===== src/hw/rtl/token_bucket_rate_limiter_unit_defines.svh =====
// assertion macros shared by the rate limiter modules
// both expect clk and rst_n in the scope where they are used
`ifndef TOKEN_BUCKET_RATE_LIMITER_UNIT_DEFINES_SVH
`define TOKEN_BUCKET_RATE_LIMITER_UNIT_DEFINES_SVH

// same-cycle implication
`define TBRL_ASSERT(label, ante, cons) \
    label: assert property (@(posedge clk) disable iff (!rst_n) (ante) |-> (cons)) \
        else $error("tbrl assertion failed");

// next-cycle implication
`define TBRL_ASSERT_NEXT(label, ante, cons) \
    label: assert property (@(posedge clk) disable iff (!rst_n) (ante) |=> (cons)) \
        else $error("tbrl assertion failed");

`endif


===== src/hw/rtl/tbrl_pkg.sv =====
package tbrl_pkg;

    // field widths
    localparam int STAMP_W    = 63;
    localparam int PERIOD_W   = 40;
    localparam int CAP_W      = 16;
    localparam int LEVEL_W    = 46;
    localparam int SCALE_W    = 30;
    localparam int MUL_A_W    = 32;
    localparam int MUL_P_W    = 62;
    localparam int NUM_W      = 93;
    localparam int QUO_W      = LEVEL_W + 1;
    localparam int CFG_IDX_W  = 2;
    localparam int CFG_DATA_W = 46;

    // one whole token in level units
    localparam logic [SCALE_W-1:0] TOKEN_SCALE = 30'd1000000000;

    // register reset values
    localparam logic [PERIOD_W-1:0] PERIOD_RESET = 40'd1000000000;
    localparam logic [CAP_W-1:0]    CAP_RESET    = 16'd1;
    localparam logic [LEVEL_W-1:0]  INIT_RESET   = '0;
    // initial level clamped to the reset capacity
    localparam logic [LEVEL_W-1:0]  LEVEL_RESET  = '0;

    // configuration register indexes
    typedef enum logic [CFG_IDX_W-1:0] {
        CFG_PERIOD      = 2'd0,
        CFG_CAPACITY    = 2'd1,
        CFG_INIT_TOKENS = 2'd2
    } cfg_index_t;

    // divider status toward the sequencer
    typedef struct packed {
        logic busy;
        logic done;
    } div_status_t;

endpackage


===== src/hw/rtl/tbrl_if.sv =====
// message item channel
interface tbrl_msg_if;
    logic                         valid;
    logic                         ready;
    logic [tbrl_pkg::STAMP_W-1:0] stamp_ns;
    logic                         clock_jumped;

    modport source (output valid, output stamp_ns, output clock_jumped, input ready);
    modport sink (input valid, input stamp_ns, input clock_jumped, output ready);
endinterface

// verdict item channel
interface tbrl_verdict_if;
    logic                         valid;
    logic                         ready;
    logic                         allow;
    logic [tbrl_pkg::LEVEL_W-1:0] tokens_left;

    modport source (output valid, output allow, output tokens_left, input ready);
    modport sink (input valid, input allow, input tokens_left, output ready);
endinterface

// configuration write channel
interface tbrl_cfg_if;
    logic                            valid;
    logic                            ready;
    logic [tbrl_pkg::CFG_IDX_W-1:0]  index;
    logic [tbrl_pkg::CFG_DATA_W-1:0] data;

    modport source (output valid, output index, output data, input ready);
    modport sink (input valid, input index, input data, output ready);
endinterface


===== src/hw/rtl/token_bucket_rate_limiter_unit.sv =====
// token bucket rate limiter
// msg carries a message time stamp in ns and a clock_jumped flag; verdict
// returns allow and the token level left after the check, in units of one
// billionth of a token. cfg writes period_ns (0), capacity (1) and
// initial_tokens (2); it is always ready and should be written only while
// no item is in flight.
// one item at a time: msg.ready is high only while the block is idle.
// a normal item runs the setup steps (capacity product, restart, elapsed
// time, the partial products of the low 32 and high 31 bits of elapsed
// time by the token scale, and the accumulate that starts the divider),
// then the 93 restoring steps of the divider, a done step and a spend
// step before verdict.valid. a stamp going back, or a zero period, skips
// the multiply and divide.
// the next item can be accepted from the cycle after its verdict is loaded.
// reset restores the register defaults, clears the last check time and
// empties the bucket. a verdict the receiver has not taken sits in the
// output register; a finished item waits in its spend step until the
// register is free, so no verdict is lost.
`include "token_bucket_rate_limiter_unit_defines.svh"

module token_bucket_rate_limiter_unit (
    input  logic        clk,
    input  logic        rst_n,
    tbrl_msg_if.sink       msg,
    tbrl_verdict_if.source verdict,
    tbrl_cfg_if.sink       cfg
);
    import tbrl_pkg::*;

    typedef enum logic [8:0] {
        S_IDLE  = 9'b000000001,
        S_CAP   = 9'b000000010,
        S_PRE   = 9'b000000100,
        S_DT    = 9'b000001000,
        S_MLO   = 9'b000010000,
        S_MHI   = 9'b000100000,
        S_MACC  = 9'b001000000,
        S_DIV   = 9'b010000000,
        S_SPEND = 9'b100000000
    } state_t;

    state_t              state_reg, state_next;
    logic [PERIOD_W-1:0] period_reg, period_next;
    logic [CAP_W-1:0]    capacity_reg, capacity_next;
    logic [LEVEL_W-1:0]  init_reg, init_next;
    logic [STAMP_W-1:0]  last_reg, last_next;
    logic [LEVEL_W-1:0]  level_reg, level_next;
    logic                out_valid_reg, out_valid_next;

    logic [STAMP_W-1:0]  stamp_reg, stamp_next;
    logic                jumped_reg, jumped_next;
    logic [LEVEL_W-1:0]  cap_reg, cap_next;
    logic [STAMP_W-1:0]  dt_reg, dt_next;
    logic [MUL_P_W-1:0]  lo_reg, lo_next;
    logic                refused_reg, refused_next;
    logic                allow_reg, allow_next;
    logic [LEVEL_W-1:0]  tokens_reg, tokens_next;

    logic [MUL_A_W-1:0]  mul_a;
    logic [MUL_P_W-1:0]  mul_p;
    logic                div_start;
    logic [QUO_W-1:0]    div_quo;
    div_status_t         div_status;

    logic [LEVEL_W-1:0]  cap_prod;
    logic [LEVEL_W-1:0]  init_clamped;
    logic [STAMP_W:0]    dt_diff;
    logic                back;
    logic [NUM_W:0]      num_full;
    logic [QUO_W:0]      level_sum;
    logic [LEVEL_W-1:0]  level_refill;
    logic                can_spend;
    logic                out_free;
    logic                load;

    // shared constant-scale multiplier
    tbrl_mul u_mul (
        .clk (clk),
        .a   (mul_a),
        .p   (mul_p)
    );

    // restoring divider
    tbrl_div u_div (
        .clk    (clk),
        .rst_n  (rst_n),
        .start  (div_start),
        .num    (num_full[NUM_W-1:0]),
        .per    (period_reg),
        .limit  (cap_reg),
        .quo    (div_quo),
        .status (div_status)
    );

    // multiplier operand select
    always_comb
    begin
        case (state_reg)
            S_CAP:   mul_a = MUL_A_W'(capacity_reg);
            S_MLO:   mul_a = dt_reg[MUL_A_W-1:0];
            S_MHI:   mul_a = MUL_A_W'(dt_reg[STAMP_W-1:MUL_A_W]);
            default: mul_a = '0;
        endcase
    end

    // datapath helpers
    assign cap_prod     = mul_p[LEVEL_W-1:0];
    assign init_clamped = (init_reg < cap_prod) ? init_reg : cap_prod;
    assign dt_diff      = {1'b0, stamp_reg} - {1'b0, last_reg};
    assign back         = dt_diff[STAMP_W];
    assign num_full     = {mul_p, {MUL_A_W{1'b0}}} + (NUM_W + 1)'(lo_reg);
    assign level_sum    = (QUO_W + 1)'(level_reg) + (QUO_W + 1)'(div_quo);
    assign level_refill = (level_sum > (QUO_W + 1)'(cap_reg)) ? cap_reg
                                                             : level_sum[LEVEL_W-1:0];
    assign can_spend    = !refused_reg && (level_reg >= LEVEL_W'(TOKEN_SCALE));
    assign out_free     = !out_valid_reg || verdict.ready;
    assign load         = (state_reg == S_SPEND) && out_free;
    assign div_start    = (state_reg == S_MACC);

    // sequencer and configuration
    always_comb
    begin
        state_next     = state_reg;
        period_next    = period_reg;
        capacity_next  = capacity_reg;
        init_next      = init_reg;
        last_next      = last_reg;
        level_next     = level_reg;
        out_valid_next = out_valid_reg;
        stamp_next     = stamp_reg;
        jumped_next    = jumped_reg;
        cap_next       = cap_reg;
        dt_next        = dt_reg;
        lo_next        = lo_reg;
        refused_next   = refused_reg;
        allow_next     = allow_reg;
        tokens_next    = tokens_reg;

        // register writes
        if (cfg.valid)
        begin
            case (cfg_index_t'(cfg.index))
                CFG_PERIOD:      period_next   = cfg.data[PERIOD_W-1:0];
                CFG_CAPACITY:    capacity_next = cfg.data[CAP_W-1:0];
                CFG_INIT_TOKENS: init_next     = cfg.data[LEVEL_W-1:0];
                default:         ;
            endcase
        end

        // verdict handoff
        if (verdict.valid && verdict.ready)
        begin
            out_valid_next = 1'b0;
        end

        case (state_reg)
            S_IDLE:
            begin
                if (msg.valid)
                begin
                    stamp_next  = msg.stamp_ns;
                    jumped_next = msg.clock_jumped;
                    state_next  = S_CAP;
                end
            end
            S_CAP:
            begin
                state_next = S_PRE;
            end
            S_PRE:
            begin
                // restart and first-check handling
                cap_next = cap_prod;
                if (jumped_reg)
                begin
                    level_next = init_clamped;
                end
                if (jumped_reg || last_reg == '0)
                begin
                    last_next = stamp_reg;
                end
                state_next = S_DT;
            end
            S_DT:
            begin
                dt_next      = dt_diff[STAMP_W-1:0];
                last_next    = stamp_reg;
                refused_next = back;
                if (back)
                begin
                    state_next = S_SPEND;
                end
                else if (period_reg == '0)
                begin
                    level_next = cap_reg;
                    state_next = S_SPEND;
                end
                else
                begin
                    state_next = S_MLO;
                end
            end
            S_MLO:
            begin
                state_next = S_MHI;
            end
            S_MHI:
            begin
                lo_next    = mul_p;
                state_next = S_MACC;
            end
            S_MACC:
            begin
                state_next = S_DIV;
            end
            S_DIV:
            begin
                if (div_status.done)
                begin
                    level_next = level_refill;
                    state_next = S_SPEND;
                end
            end
            S_SPEND:
            begin
                if (out_free)
                begin
                    allow_next     = can_spend;
                    tokens_next    = can_spend ? level_reg - LEVEL_W'(TOKEN_SCALE) : level_reg;
                    level_next     = tokens_next;
                    out_valid_next = 1'b1;
                    state_next     = S_IDLE;
                end
            end
            default:
            begin
                state_next = S_IDLE;
            end
        endcase
    end

    // control and state registers
    always_ff @(posedge clk or negedge rst_n)
    begin
        if (!rst_n)
        begin
            state_reg     <= S_IDLE;
            period_reg    <= PERIOD_RESET;
            capacity_reg  <= CAP_RESET;
            init_reg      <= INIT_RESET;
            last_reg      <= '0;
            level_reg     <= LEVEL_RESET;
            out_valid_reg <= 1'b0;
        end
        else
        begin
            state_reg     <= state_next;
            period_reg    <= period_next;
            capacity_reg  <= capacity_next;
            init_reg      <= init_next;
            last_reg      <= last_next;
            level_reg     <= level_next;
            out_valid_reg <= out_valid_next;
        end
    end

    // working and output payload registers
    always_ff @(posedge clk)
    begin
        stamp_reg   <= stamp_next;
        jumped_reg  <= jumped_next;
        cap_reg     <= cap_next;
        dt_reg      <= dt_next;
        lo_reg      <= lo_next;
        refused_reg <= refused_next;
        allow_reg   <= allow_next;
        tokens_reg  <= tokens_next;
    end

    // channel outputs
    assign msg.ready           = (state_reg == S_IDLE);
    assign cfg.ready           = 1'b1;
    assign verdict.valid       = out_valid_reg;
    assign verdict.allow       = allow_reg;
    assign verdict.tokens_left = tokens_reg;

    `TBRL_ASSERT(div_needs_period, div_start, (period_reg != '0))
    `TBRL_ASSERT_NEXT(refused_is_dropped, (load && refused_reg), (verdict.valid && !verdict.allow))
    `TBRL_ASSERT_NEXT(level_within_cap, (load && !refused_reg), (verdict.tokens_left <= cap_reg))
    `TBRL_ASSERT(div_only_while_dividing, div_status.busy, (state_reg == S_DIV))

endmodule


===== src/hw/rtl/tbrl_mul.sv =====
module tbrl_mul (
    input  logic                         clk,
    input  logic [tbrl_pkg::MUL_A_W-1:0] a,
    output logic [tbrl_pkg::MUL_P_W-1:0] p
);
    import tbrl_pkg::*;

    logic [MUL_P_W-1:0] p_reg;
    logic [MUL_P_W-1:0] p_next;

    // operand times one token, product fits 62 bits
    assign p_next = MUL_P_W'(a) * MUL_P_W'(TOKEN_SCALE);

    // registered product
    always_ff @(posedge clk)
    begin
        p_reg <= p_next;
    end

    assign p = p_reg;

endmodule


===== src/hw/rtl/tbrl_div.sv =====
`include "token_bucket_rate_limiter_unit_defines.svh"

module tbrl_div (
    input  logic                          clk,
    input  logic                          rst_n,
    input  logic                          start,
    input  logic [tbrl_pkg::NUM_W-1:0]    num,
    input  logic [tbrl_pkg::PERIOD_W-1:0] per,
    input  logic [tbrl_pkg::LEVEL_W-1:0]  limit,
    output logic [tbrl_pkg::QUO_W-1:0]    quo,
    output tbrl_pkg::div_status_t         status
);
    import tbrl_pkg::*;

    localparam int CNT_W = $clog2(NUM_W);

    logic                busy_reg, busy_next;
    logic                done_reg, done_next;
    logic [CNT_W-1:0]    cnt_reg, cnt_next;
    logic [NUM_W-1:0]    num_reg, num_next;
    logic [PERIOD_W-1:0] rem_reg, rem_next;
    logic [QUO_W-1:0]    q_reg, q_next;
    logic                sat_reg, sat_next;
    logic [PERIOD_W-1:0] per_reg, per_next;
    logic [LEVEL_W-1:0]  limit_reg, limit_next;

    logic [PERIOD_W:0]   rem_sh;
    logic [PERIOD_W:0]   rem_sub;
    logic                ge;
    logic [QUO_W-1:0]    q_sh;
    logic [QUO_W-1:0]    q_sat;
    logic                over;

    // one restoring step: shift in a numerator bit, trial subtract
    assign rem_sh  = {rem_reg, num_reg[NUM_W-1]};
    assign rem_sub = rem_sh - {1'b0, per_reg};
    assign ge      = rem_sh >= {1'b0, per_reg};

    // quotient grows monotonically, so clamp once it passes the limit
    assign q_sh  = {q_reg[QUO_W-2:0], ge};
    assign q_sat = {1'b0, limit_reg} + QUO_W'(1);
    assign over  = q_sh > {1'b0, limit_reg};

    // step sequencing
    always_comb
    begin
        busy_next  = busy_reg;
        done_next  = 1'b0;
        cnt_next   = cnt_reg;
        num_next   = num_reg;
        rem_next   = rem_reg;
        q_next     = q_reg;
        sat_next   = sat_reg;
        per_next   = per_reg;
        limit_next = limit_reg;
        if (start)
        begin
            busy_next  = 1'b1;
            cnt_next   = CNT_W'(NUM_W - 1);
            num_next   = num;
            rem_next   = '0;
            q_next     = '0;
            sat_next   = 1'b0;
            per_next   = per;
            limit_next = limit;
        end
        else if (busy_reg)
        begin
            num_next = {num_reg[NUM_W-2:0], 1'b0};
            rem_next = ge ? rem_sub[PERIOD_W-1:0] : rem_sh[PERIOD_W-1:0];
            if (!sat_reg)
            begin
                if (over)
                begin
                    sat_next = 1'b1;
                    q_next   = q_sat;
                end
                else
                begin
                    q_next = q_sh;
                end
            end
            if (cnt_reg == '0)
            begin
                busy_next = 1'b0;
                done_next = 1'b1;
            end
            else
            begin
                cnt_next = cnt_reg - CNT_W'(1);
            end
        end
    end

    // control registers
    always_ff @(posedge clk or negedge rst_n)
    begin
        if (!rst_n)
        begin
            busy_reg <= 1'b0;
            done_reg <= 1'b0;
            cnt_reg  <= '0;
        end
        else
        begin
            busy_reg <= busy_next;
            done_reg <= done_next;
            cnt_reg  <= cnt_next;
        end
    end

    // datapath registers
    always_ff @(posedge clk)
    begin
        num_reg   <= num_next;
        rem_reg   <= rem_next;
        q_reg     <= q_next;
        sat_reg   <= sat_next;
        per_reg   <= per_next;
        limit_reg <= limit_next;
    end

    assign quo         = q_reg;
    assign status.busy = busy_reg;
    assign status.done = done_reg;

    `TBRL_ASSERT(div_start_when_idle, start, !busy_reg)
    `TBRL_ASSERT_NEXT(div_last_step_done, (busy_reg && cnt_reg == '0), (done_reg && !busy_reg))
    `TBRL_ASSERT(div_quo_bounded, busy_reg, (q_reg <= q_sat))
    `TBRL_ASSERT(div_sat_holds_cap, (busy_reg && sat_reg), (q_reg == q_sat))

endmodule

===== src/flat_wrapper.sv =====
// flat-port wrapper written by rule: the top's interface ports become plain ports
module token_bucket_rate_limiter_unit_flat import tbrl_pkg::*;
  (clk, rst_n, msg_valid, msg_stamp_ns, msg_clock_jumped, msg_ready, verdict_valid, verdict_allow, verdict_tokens_left, verdict_ready, cfg_valid, cfg_index, cfg_data, cfg_ready);
  tbrl_msg_if msg_i ();
  tbrl_verdict_if verdict_i ();
  tbrl_cfg_if cfg_i ();
  input  logic clk;
  input  logic rst_n;
  input wire logic [$bits(msg_i.valid)-1:0] msg_valid;
  input wire logic [$bits(msg_i.stamp_ns)-1:0] msg_stamp_ns;
  input wire logic [$bits(msg_i.clock_jumped)-1:0] msg_clock_jumped;
  output wire logic [$bits(msg_i.ready)-1:0] msg_ready;
  output wire logic [$bits(verdict_i.valid)-1:0] verdict_valid;
  output wire logic [$bits(verdict_i.allow)-1:0] verdict_allow;
  output wire logic [$bits(verdict_i.tokens_left)-1:0] verdict_tokens_left;
  input wire logic [$bits(verdict_i.ready)-1:0] verdict_ready;
  input wire logic [$bits(cfg_i.valid)-1:0] cfg_valid;
  input wire logic [$bits(cfg_i.index)-1:0] cfg_index;
  input wire logic [$bits(cfg_i.data)-1:0] cfg_data;
  output wire logic [$bits(cfg_i.ready)-1:0] cfg_ready;
  assign msg_i.valid = msg_valid;
  assign msg_i.stamp_ns = msg_stamp_ns;
  assign msg_i.clock_jumped = msg_clock_jumped;
  assign msg_ready = msg_i.ready;
  assign verdict_valid = verdict_i.valid;
  assign verdict_allow = verdict_i.allow;
  assign verdict_tokens_left = verdict_i.tokens_left;
  assign verdict_i.ready = verdict_ready;
  assign cfg_i.valid = cfg_valid;
  assign cfg_i.index = cfg_index;
  assign cfg_i.data = cfg_data;
  assign cfg_ready = cfg_i.ready;
  token_bucket_rate_limiter_unit u_core (.clk(clk), .rst_n(rst_n), .msg(msg_i), .verdict(verdict_i), .cfg(cfg_i));
endmodule

===== config.mk =====
export PLATFORM = sky130hd
export DESIGN_NAME = token_bucket_rate_limiter_unit_flat
export DESIGN_NICKNAME = d
export VERILOG_FILES = /design/src/hw/rtl/tbrl_pkg.sv /design/src/hw/rtl/tbrl_if.sv /design/src/hw/rtl/token_bucket_rate_limiter_unit.sv /design/src/hw/rtl/tbrl_mul.sv /design/src/hw/rtl/tbrl_div.sv /design/src/flat_wrapper.sv
export VERILOG_INCLUDE_DIRS = /design/src /design/src/hw/rtl
export SDC_FILE = /design/constraint.sdc
export NUM_CORES = 2
export LEC_CHECK = 0
export ABC_AREA = 1
export BUFFER_PORTS_ARGS = -buffer_cell sky130_fd_sc_hd__buf_2
export CORE_MARGIN = 2
export CORE_UTILIZATION = 59
export CTS_CLUSTER_SIZE = 16
export DETAILED_ROUTE_END_ITERATION = 12
export PLACE_DENSITY = 0.85
export SYNTH_ARGS = -nofsm -noshare
export SYNTH_HDL_FRONTEND = slang
export SYNTH_HIERARCHICAL = 1
export SYNTH_SLANG_ARGS = --single-unit

===== constraint.sdc =====
create_clock -name clk -period 8.3 [get_ports clk]
set_input_delay 2.075 -clock clk [delete_from_list [all_inputs] [get_ports clk]]
set_output_delay 2.075 -clock clk [all_outputs]
set_load 0.05 [all_outputs]

==> run_results.csv <==
group,metric,value,unit
status,outcome,"finished, final reports clean",
setup_path,r2r_cells,29,
logic_synthesis,synth-warning-count,6,
setup_path,critical_path.slowest_cell,"fa_1",
setup_path,slowest_delay,600,ps
setup_path,critPathBufInv,7,
power,power_per_cell_area,262,nW/µm²
placed_design,dp.final_hpwl,170000,µm
power,p_leak,35.9,nW
setup_path,reg2reg_to,"u_core/u_mul/p[59]$_DFF_P_",
floorplanning,start_util,0.592,
global_route,grt_pass1_vias,56500,
route,vias,57200,
timing,finalSetupViolations,0,
setup_path,cp_top_family,"adder cells",
timing,worstMarginPinSlew,1150,ps
clock_tree,htreeDepth,3,
timing,rsz0062_at_grt,"no",
floorplanning,die_w,339,µm
flow_run,maxCapViolations,0,
logic_synthesis,avgSynthCellArea,7.89,µm²
placed_design,dp_slack,664,ps
setup_path,crit_required,8870,ps
setup_path,crit_fanout,29,
setup_path,r2r-start,"u_core/state_reg[2]$_DFFE_PN0P_",
global_route,overflow,0,
hold_path,hp-class,"flop to flop",
hold_path,min-delay-start,"u_core/cap_reg[33]$_DFFE_PN_",
clock_tree,clk_latency,710,ps
route,dr.first_iter.drc_count,6011,
timing,tns,0,ps
timing,finalMaxSlewViolations,0,
final_layout,multi_input_comb_area,36800,µm²
hold_path,hold-path-endpoint,"u_core/u_div/limit_reg[33]$_DFFE_PP_",
final_layout,nFillCells,9694,
power,max-vdd-ir-drop,0.249,mV
timing,final-hold-violation-count,0,
clock_tree,cts_setup_buffers,0,
route,post_drt_wl_per_cell,20.9,µm
setup_path,critical_path_class,"flop to flop",
final_layout,drive_above_1_share,0.0652,
clock_tree,cts_tree,"done",
global_route,grt_usage,0.367,
floorplanning,io_pins,167,
final_layout,nets,9560,
logic_synthesis,synth_area,66300,µm²
timing,hold_ws,462,ps
hold_path,holdPathStages,0,
clock_tree,cts_root_buf,"clkbuf_16",
clock_tree,holdBufCountCts,0,
route,drc,0,
clock_tree,cts.sinks,833,
floorplanning,die_h,339,µm
route,routed_wl,212000,µm
timing,fmax,130,MHz
logic_synthesis,synthCells,8403,
timing,timing.final.crit_period,7670,ps
timing,layout_setup_ws,628,ps
setup_path,worstPathArrival,8250,ps
floorplanning,row_count,123,
route,dr.pass1.iters,6,
final_layout,seq_area,22500,µm²
setup_path,rrSetupSlack,630,ps
clock_tree,cts.path.max_buffers,3,
clock_tree,numCtsBuffers,94,
placed_design,dp_cells,9946,
final_layout,syn_to_final_growth,8.35,%
floorplanning,core_area,112000,µm²
setup_path,worstSetupEndpointType,"flop",
placed_design,port_buffers,165,
final_layout,largest_reg_flops,93,
route,ant_nets,0,
placed_design,gp_congestion,1.06,
global_route,grt_max_degree,120,
global_route,antenna_found_initial,6,
timing,clock_skew,48.4,ps
global_route,grt_pass1_wl,325000,µm
setup_path,cp-start-kind,"flop",
floorplanning,die_area,115000,µm²
clock_tree,path_clk_slew,70,ps
timing,max_slew_margin,0.233,
setup_path,setup.worst_path.start,"u_core/state_reg[2]$_DFFE_PN0P_",
timing,finalCritPeriodShare,0.924,
final_layout,final_cells,10100,
route,via_per_inst,5.64,
[cell usage in the layout (no fill, tap or decap), types with 28 or more instances in the layout]
cell	instances
o21ai_0	241
buf_2	164
nand3_1	444
o21a_1	29
nor2_2	39
dfrtp_1	215
nand4_1	79
nand2_2	28
inv_1	1618
clkbuf_16	97
nand3_2	34
a21oi_1	439
dfxtp_1	141
ha_1	585
a31oi_1	29
nand2_1	2112
edfxtp_1	462
nor3_1	72
o22ai_1	34
nor4_1	49
nor2_1	703
xor2_1	201
fa_1	316
o211ai_1	30
buf_4	40
xnor2_1	73
[worst max path at each step]
stage               slack [ps]                          to  cells after the start
floorplan                   80  u_core/u_mul/p[51]$_DFF_P_                     30
global placement           730  u_core/u_mul/p[59]$_DFF_P_                     28
detailed placement         660  u_core/u_mul/p[42]$_DFF_P_                     28
CTS                        520  u_core/u_mul/p[59]$_DFF_P_                     28
global route               170  u_core/u_mul/p[59]$_DFF_P_                     28
finish                     630  u_core/u_mul/p[59]$_DFF_P_                     29
[timing repair]
| action | CTS | global route |
|---|---|---|
| gates resized for setup | 0 | 1 |
| hold endpoints to repair | 0 | 0 |
| setup endpoints to repair | 0 | 1 |
[stage by stage]
| stage | cell area (µm²) | util | total power [W] |
|---|---|---|---|
| 5_1_grt | 71900 | 0.641 | 0.0200 |
| 6_report | 71900 | 0.642 | 0.0189 |
| 2_1_floorplan | 66400 | - | 0.0115 |
| 3_5_place_dp | 68500 | 0.612 | 0.0142 |
| 3_3_place_gp | 68500 | 0.612 | 0.0140 |
| 4_1_cts | 71900 | 0.641 | 0.0187 |
[layer usage]
| layer | share of wire | global-route usage |
|---|---|---|
| met3 | 0.080 | 0.0569 |
| met5 | 0 | 0 |
| met2 | 0.46 | 0.605 |
| met1 | 0.39 | 0.462 |
| met4 | 0.068 | 0.207 |
[power by group]
| part | switching (W) | internal [W] |
|---|---|---|
| sequential | 0.000697 | 0.00529 |
| clock | 0.00185 | 0.00260 |
| combinational | 0.00569 | 0.00273 |
[worst reg2reg max path: cells and delay by family, from the launching register on]
family                     cells  cell delay [ps]
and+or+nand+nor               14             2100
buffers and inverters          7              910
adders and majority gates      8             4100
DFF                            1              400
[layout make-up]
type	count	share of cell area
Antenna cell	6	0.000209
Clock buffer	124	0.0363
Clock inverter	54	0.0101
Inverter	1643	0.0860
Multi-Input combinational cell	5764	0.512
Sequential cell	833	0.313
Tap cell	1500	0.0261
Timing Repair Buffer	206	0.0161
No activity file was read; power rests on OpenSTA's default activity.
